**config.mk**
```make
export PLATFORM = sky130hd
export DESIGN_NAME = oaht_ctrl
export DESIGN_NICKNAME = d
export VERILOG_FILES = /design/src/oaht_pkg.sv /design/src/oaht_ctrl.sv
export SDC_FILE = /design/constraint.sdc
export NUM_CORES = 1
export LEC_CHECK = 0
export ABC_CLOCK_PERIOD_IN_PS = 2340
export BUFFER_PORTS_ARGS = -buffer_cell sky130_fd_sc_hd__clkbuf_2
export CAP_MARGIN = 20
export CORE_UTILIZATION = 45
export CTS_CLUSTER_SIZE = 14
export DETAILED_ROUTE_END_ITERATION = 12
export GPL_TIMING_DRIVEN = 0
export PLACE_DENSITY = 0.84
export SYNTH_ARGS = -nofsm -noshare
export SYNTH_HDL_FRONTEND = slang
export SYNTH_SLANG_ARGS = --single-unit
```
**constraint.sdc**
```tcl
create_clock -name clk -period 2.34 [get_ports clk]
set_clock_uncertainty 0.2 [all_clocks]
set_input_delay 0.468 -clock clk [delete_from_list [all_inputs] [get_ports clk]]
set_output_delay 0.468 -clock clk [all_outputs]
set_load 0.005 [all_outputs]
```
**src/oaht_pkg.sv**
```systemverilog
// Package for the open-addressing hash table: field widths, slot kinds,
// request codes and the command/status bundles between controller and datapath.
// No dependencies.
`default_nettype none

package oaht_pkg;

	localparam int TYPE_W = 2;
	localparam int KEY_W  = 32;
	localparam int HASH_W = 32;
	localparam int VAL_W  = 64;
	localparam int CFG_W  = 8;
	localparam int OCC_W  = 9;

	localparam logic [CFG_W-1:0] MAX_OCC_RESET = 8'd192;

	// request codes; the fourth code is unused and answers with all zeros
	localparam logic [TYPE_W-1:0] REQ_INSERT = 2'd0;
	localparam logic [TYPE_W-1:0] REQ_LOOKUP = 2'd1;
	localparam logic [TYPE_W-1:0] REQ_REMOVE = 2'd2;

	typedef enum logic [1:0] {
		KIND_EMPTY = 2'd0,
		KIND_LIVE  = 2'd1,
		KIND_TOMB  = 2'd2
	} kind_t;

	typedef struct packed {
		logic  in_ready;
		logic  clear_wr;
		logic  probe_init;
		logic  rd_en;
		logic  probe_adv;
		logic  note_tomb;
		logic  tgt_load;
		logic  tgt_tomb;
		logic  wr_en;
		kind_t wr_kind;
		logic  occ_inc;
		logic  res_load;
		logic  res_hit;
		logic  res_rej;
		logic  res_take_val;
	} cmd_t;

	typedef struct packed {
		logic              in_valid;
		logic              clear_last;
		logic              home_done;
		logic [TYPE_W-1:0] req_code;
		kind_t             rd_kind;
		logic              key_match;
		logic              probe_last;
		logic              have_tomb;
		logic              occ_full;
		logic              out_free;
	} sts_t;

endpackage

`default_nettype wire

```
**src/oaht_ctrl.sv**
```systemverilog
// Controller of the hash table: clearing pass, probe sequencing and outcome.
// Drives cmd_t, reads sts_t; depends on oaht_pkg.
`default_nettype none

module oaht_ctrl (
	input  wire             clk,
	input  wire             arst_n,
	input  oaht_pkg::sts_t  sts,
	output oaht_pkg::cmd_t  cmd
);
	import oaht_pkg::*;

	typedef enum logic [2:0] {
		S_CLEAR,
		S_IDLE,
		S_HOME,
		S_READ,
		S_CHECK,
		S_DONE
	} state_t;

	typedef struct packed {
		logic  wr;
		kind_t kind;
		logic  hit;
		logic  rej;
		logic  take_val;
		logic  occ_inc;
	} outc_t;

	state_t state_q, state_d;
	outc_t  res_q, res_d;
	logic   is_ins, is_look, is_rem, free_empty;

	assign is_ins  = sts.req_code == REQ_INSERT;
	assign is_look = sts.req_code == REQ_LOOKUP;
	assign is_rem  = sts.req_code == REQ_REMOVE;
	assign free_empty = !sts.have_tomb;

	always_comb begin
		state_d = state_q;
		res_d   = res_q;
		cmd     = '0;
		unique case (state_q)
			S_CLEAR: begin
				cmd.clear_wr = 1'b1;
				if (sts.clear_last) begin
					state_d = S_IDLE;
				end
			end
			S_IDLE: begin
				cmd.in_ready = 1'b1;
				res_d = '0;
				if (sts.in_valid) begin
					state_d = S_HOME;
				end
			end
			S_HOME: begin
				if (sts.home_done) begin
					if (is_ins || is_look || is_rem) begin
						cmd.probe_init = 1'b1;
						state_d = S_READ;
					end else begin
						state_d = S_DONE;
					end
				end
			end
			S_READ: begin
				cmd.rd_en = 1'b1;
				state_d = S_CHECK;
			end
			S_CHECK: begin
				priority if (sts.rd_kind == KIND_LIVE && sts.key_match) begin
					// live match: update, read out or bury it
					cmd.tgt_load = 1'b1;
					res_d.hit = 1'b1;
					res_d.take_val = is_look;
					res_d.wr = is_ins || is_rem;
					res_d.kind = is_rem ? KIND_TOMB : KIND_LIVE;
					state_d = S_DONE;
				end else if (sts.rd_kind == KIND_LIVE || sts.rd_kind == KIND_TOMB) begin
					cmd.note_tomb = sts.rd_kind == KIND_TOMB;
					if (sts.probe_last) begin
						// chain exhausted: only a tombstone can take a new key
						cmd.tgt_load = 1'b1;
						cmd.tgt_tomb = 1'b1;
						if (sts.have_tomb || sts.rd_kind == KIND_TOMB) begin
							res_d.wr = is_ins;
							res_d.kind = KIND_LIVE;
						end else begin
							res_d.rej = is_ins;
						end
						state_d = S_DONE;
					end else begin
						cmd.probe_adv = 1'b1;
						state_d = S_READ;
					end
				end else begin
					// empty slot ends the search; reuse the first tombstone if any
					cmd.tgt_load = 1'b1;
					cmd.tgt_tomb = 1'b1;
					res_d.kind = KIND_LIVE;
					if (is_ins) begin
						if (free_empty && sts.occ_full) begin
							res_d.rej = 1'b1;
						end else begin
							res_d.wr = 1'b1;
							res_d.occ_inc = free_empty;
						end
					end
					state_d = S_DONE;
				end
			end
			S_DONE: begin
				if (sts.out_free) begin
					cmd.wr_en = res_q.wr;
					cmd.wr_kind = res_q.kind;
					cmd.occ_inc = res_q.occ_inc;
					cmd.res_load = 1'b1;
					cmd.res_hit = res_q.hit;
					cmd.res_rej = res_q.rej;
					cmd.res_take_val = res_q.take_val;
					state_d = S_IDLE;
				end
			end
			default: begin
				state_d = S_CLEAR;
			end
		endcase
	end

	always_ff @(posedge clk or negedge arst_n) begin
		if (!arst_n) begin
			state_q <= S_CLEAR;
			res_q   <= '0;
		end else begin
			state_q <= state_d;
			res_q   <= res_d;
		end
	end

endmodule

`default_nettype wire

```
# Word level (Yosys, flattened, before mapping)
# Cells that the tools add are included.
# op_classes
n_addsub	0
n_mul	0
n_div	0
order_cmp	0
eq_ne	26
n_shift	0
n_mux	45
bitwise	0
n_reduce_logical	17
# op_table
operator	n
$mux 3	12
$mux 1	23
$ne 2x2->1 const B	9
$pmux 3 s6	1
$mux 8	2
$ne 4x4->1 const B	4
$pmux 7 s2	1
$ne 3x3->1 const B	4
$mux 2	5
$reduce_and 5->1	2
$eq 3x2->1 const B	2
$eq 3x3->1 const B	2
$reduce_and 6->1	1
$logic_or 1x1->1	5
$eq 2x1->1 const B	2
$eq 2x2->1 const B	2
$mux 4	1
$reduce_and 4->1	1
$eq 3x1->1 const B	1
$logic_not 3->1	1
$reduce_and 3->1	1
$logic_and 1x1->1	2
$logic_not 2->1	1
$reduce_and 2->1	1
other kinds (2)	2
# word_totals
register_bits	10
latch_bits	0
mem_bits_rw	0
romBits	0
inputBits	14
out_inout_bits	16
wordCells	95
n_memories	0

# Longest topological paths before layout
# logic_depth
ltp_word	7
depth_mapped	6
mapped_depth_nobuf	6

# Worst setup path before layout
# OpenSTA, ideal clock, no wires.
# synth_timing
kind	in2reg
startpoint	input sts[5] in the netlist's numbering
endpoint	register res_q[2] in the netlist's numbering
setup_ns	0.136
t_arrival_ns	1.492
required_ns	2.004
slack_ns	0.513
path_stages	6
path_buffers	0
path_cell_list	inv_1 > ha_1 > nor3b_1 > nand2_1 > o311ai_1 > o41ai_1
# synth_between
elab_chain_len	5
elab_cells_between_ends	14
# synth_lines
element	line_no	text
start: declaration	oaht_ctrl.sv:8	input oaht_pkg::sts_t sts,
$eq 2x1->1 or $eq 2x2->1 (tied branches)	oaht_ctrl.sv:73, oaht_ctrl.sv:81, oaht_ctrl.sv:87	
$logic_or 1x1->1	oaht_ctrl.sv:81	end else if (sts.rd_kind == KIND_LIVE || sts.rd_kind == KIND_TOMB) begin
$mux 1	oaht_ctrl.sv:81	
$mux 1	oaht_ctrl.sv:73	priority if (sts.rd_kind == KIND_LIVE && sts.key_match) begin
$pmux 7 s2	oaht_ctrl.sv:44	unique case (state_q)
end signal: assignment	oaht_ctrl.sv:138	res_q <= res_d;
end: declaration	oaht_ctrl.sv:32	outc_t res_q, res_d;
# Parallel ways exist; a longest one is shown, timed or not. The select of a mux whose other input is x is not followed.
# A chain may end at the register's enable or synchronous reset.

==> parameters.txt <==
Parameter                              Value

Place
  Count of buffers inserted at the top-level ports    29
  Worst setup timing slack at the placement stage    206 ps
  Placed wire-length estimate    1.41 mm
  Routability congestion estimate    0.778
  Post-Place Cell Area    937 um^2
  Placed cell count    139

Synthesis
  Total number of yosys warnings    0
  Cell taking the most area after synthesis    sky130_fd_sc_hd__dfrtp_1
  Total standard cell area after synthesis    roughly 770 um^2
  Post-Syn Instances    94
  Fraction of synthesized cell area taken by the top area cell type    approximately 32%
  Post-synth cell types    35
  Syn avg cell area    8.21 um^2
  Register bit count reported by yosys    10
  Proportion of synthesized chip area in sequential cells    32.4%
  Leading post-synthesis cells by cell area    sky130_fd_sc_hd__dfrtp_1 32%, sky130_fd_sc_hd__and2_1 6.5%, sky130_fd_sc_hd__nand2_1 5.3%
  Net count of the mapped netlist    111

Timing
  Min setup slack post-route    153 ps
  Max transition margin    72.8%
  Summed negative setup slack over all endpoints    0 ps
  Tightest Pin Transition    403 ps
  Setup repair after global routing missed its margin    no
  Count of final setup violators    0
  Minimum clock period after layout    2190 ps
  Pins Over Slew Limit    0
  Endpoints failing hold    0
  Ratio of final minimum period to clock period    93.4%
  Highest clock rate    457 MHz

Routing
  Mean routed wirelength per cell    around 13 um
  DR pass1 iterations    8
  Total routed wirelength    approximately 1.8 mm
  # DRC    6
  Drt initial violations    24
  Vias per Instance    5.68
  Vias post-DR    806
  Final ANT Viol Nets    0

Die
  Die Area    1890 um^2
  Starting density of the core    between 40 and 50%
  Die outline height    43.4 um
  Core box area    between 1500 and 2000 um^2
  Cell Rows    14
  Boundary Pins    30
  Horizontal die dimension    43.4 um

Power
  Internal power    425 uW
  Switch Pwr    294 uW
  Total Power Consumption    a little over 700 uW
  Max VDD drop    0.000500 V
  Combinational share of power    about half
  Clock network fraction of total power    16.6%
  Reg power frac    34.4%
  Switching part of the total    between 40% and 50%
  P per Cell Area    744 nW/um^2
  P_leak    slightly above 0.5 nW

Setup path
  Crit path kind    reg2out
  Count of cell instances traversed by the critical path    5
  Worst Setup Start Kind    flip-flop
  Cell with the biggest individual delay on the critical path    sky130_fd_sc_hd__dfrtp_1
  Reg-to-reg slack, setup    640 ps
  Largest driver fanout on the critical path    9
  Sort of element at the end of the critical path    primary output
  Maximum single-stage delay on the critical path    360 ps
  Required arrival time at the worst endpoint    roughly 1700 ps
  Data arrival, critical path    1520 ps
  Cells along the critical path    buf_4 > or3b_1 > buf_2 > inv_1 > clkbuf_2
  Buf+Inv Stages, Crit Path    4
  Cell family contributing the most delay on the critical path    buffers and inverters
  R2R depth    5

Clocking
  Number of clock sinks    10
  Post-CTS setup buffers    0
  Maximum clock insertion buffer count    2
  CTS root buf    sky130_fd_sc_hd__clkbuf_4
  Quantity of gates resized following cts    0
  Number of clock buffers inserted by TritonCTS    3
  H-tree depth    1
  Post-CTS clock slew at the launch and capture registers of the worst setup and hold paths    approximately 60 ps
  Clock tree from TritonCTS    yes
  Clock latency on the worst-skew pair    270 ps

Worst hold path
  Cell depth of the worst hold path    2
  Hold Crit Class    in2reg

Cells and area
  Fraction of layout cells with a size suffix above 1    between 30% and 40%
  Final non-filler cell area    around 970 um^2
  NumNets Final    145
  Area Growth Syn to Fin    25.1%
  Total area of multi-input combinational cells    470 um^2
  Count of placed standard cells in the final layout, fillers left out    approximately 140
  Number of diodes    0
  Reg area    250 um^2
  Fillers    144

GRT
  All-Layer GR Usage    between 20 and 25%
  Pin count of the biggest net entering global routing    11
  Via count of the first global-routing pass    just over 700
  Total gr overflow    0
  Global-route wire length before repair    3.08 mm
  Initial antenna violation count    0

Status
  Failing checks    DRC
  Status    finished with violations

Flow run
  Total of max-cap violations    0
flip-flops by register name, summed over array words and instances (netlist names):
register and count:
res_q 7, state_q 3
cells in the mapped netlist (all sizes together):
master and n:
a31oi 3, inv 7, o21ai 4, ha 3
clkbuf 2, o31ai 1, o221ai 1, and3 2
nor2 6, o41ai 1, nor3 3, o22ai 2
a21oi 7, or3b 2, o211ai 1, a21o 3
nand2 11, and2 8, nor2b 2, nand2b 1
o311ai 1, and4 1, or2 1, dfrtp 10
mux2i 2, a32oi 1, nand3b 1, buf 3
nand4 1, nor3b 3
through the flow:
| step | hold WS, ps | util, % |
|---|---|---|
| floorplan | -27.6 | - |
| global placement | 145 | 60.1 |
| detailed placement | 152 | 60.1 |
| CTS | 228 | 62.2 |
| global route | 224 | 62.0 |
| finish | 223 | 62.0 |
logic make-up (layout without fill, tap and decap cells):
kind of cell             Yosys count  count (layout)  share of synthesized area, %
AO/OA/AOI/OAI                     25              25                          22.9
adder cells (fa/ha/maj)            3               3                          4.86
buffers and inverters             12              44                          6.65
flip-flops                        10              10                          32.4
multiplexers                       2               2                          2.59
AND/OR/NAND/NOR                   42              42                          30.6
final timing paths:
kind | startpoint | to
hold reg to reg | res_q[3] | res_q[3]
max in group asynchronous | arst_n | state_q[2]
min in group asynchronous | arst_n | res_q[0]
setup reg to reg | state_q[2] | state_q[2]
setup / recovery | state_q[2] | cmd[15]
hold / removal | sts[0] | state_q[2]
cell usage in the layout (no fill, tap or decap), types with 2 or more instances in the layout:
cell type and count:
sky130_fd_sc_hd__clkbuf_2 29, sky130_fd_sc_hd__nand2_1 11, sky130_fd_sc_hd__dfrtp_1 10, sky130_fd_sc_hd__and2_1 8, sky130_fd_sc_hd__inv_1 7, sky130_fd_sc_hd__nor2_1 6
sky130_fd_sc_hd__a21oi_1 6, sky130_fd_sc_hd__nor3_1 3, sky130_fd_sc_hd__o21ai_0 3, sky130_fd_sc_hd__a21o_1 3, sky130_fd_sc_hd__a31oi_1 3, sky130_fd_sc_hd__ha_1 3
sky130_fd_sc_hd__clkbuf_4 3, sky130_fd_sc_hd__buf_2 2, sky130_fd_sc_hd__and3_1 2, sky130_fd_sc_hd__nor3b_1 2, sky130_fd_sc_hd__nor2b_1 2, sky130_fd_sc_hd__o22ai_1 2
sky130_fd_sc_hd__mux2i_1 2
power by group through the flow:
stage	clock network (mW)	logic [mW]	registers [mW]
finish	0.119	0.352	0.247
floorplan	0	0.249	0.242
global route	0.130	0.395	0.255
global placement	0	0.340	0.249
CTS	0.118	0.353	0.247
detailed placement	0	0.350	0.251
worst reg2reg max path: stages (launching register included):
cell,delay (ps)
sky130_fd_sc_hd__dfrtp_1,360
sky130_fd_sc_hd__buf_4,160
sky130_fd_sc_hd__or3b_1,360
sky130_fd_sc_hd__buf_2,190
sky130_fd_sc_hd__o221ai_2,210
sky130_fd_sc_hd__o22ai_1,110
routing by layer:
metal | global-route usage [%] | vias to the layer above | wire length [um]
met4 | 7.50 | 0 | 20
met2 | 37.9 | 33 | 925
li1 | - | 395 | -
met3 | 4.17 | 4 | 90
met1 | 26.8 | 374 | 774
met5 | 0 | - | 0
final cells by class:
class	count	share of cell area [%]
Inverter	7	2.72
Timing Repair Buffer	30	16.1
Buffer	4	2.20
Multi-Input combinational cell	72	48.7
Clock buffer	3	2.33
Sequential cell	10	25.9
Tap cell	16	2.07
what timing repair did:
| action | CTS | global route |
|---|---|---|
| endpoints found under the setup margin | 0 | 7 |
| hold buffers | 1 | 0 |
| endpoints found under the hold margin | 10 | 0 |
Note: power is estimated with default switching activity, not from simulation.
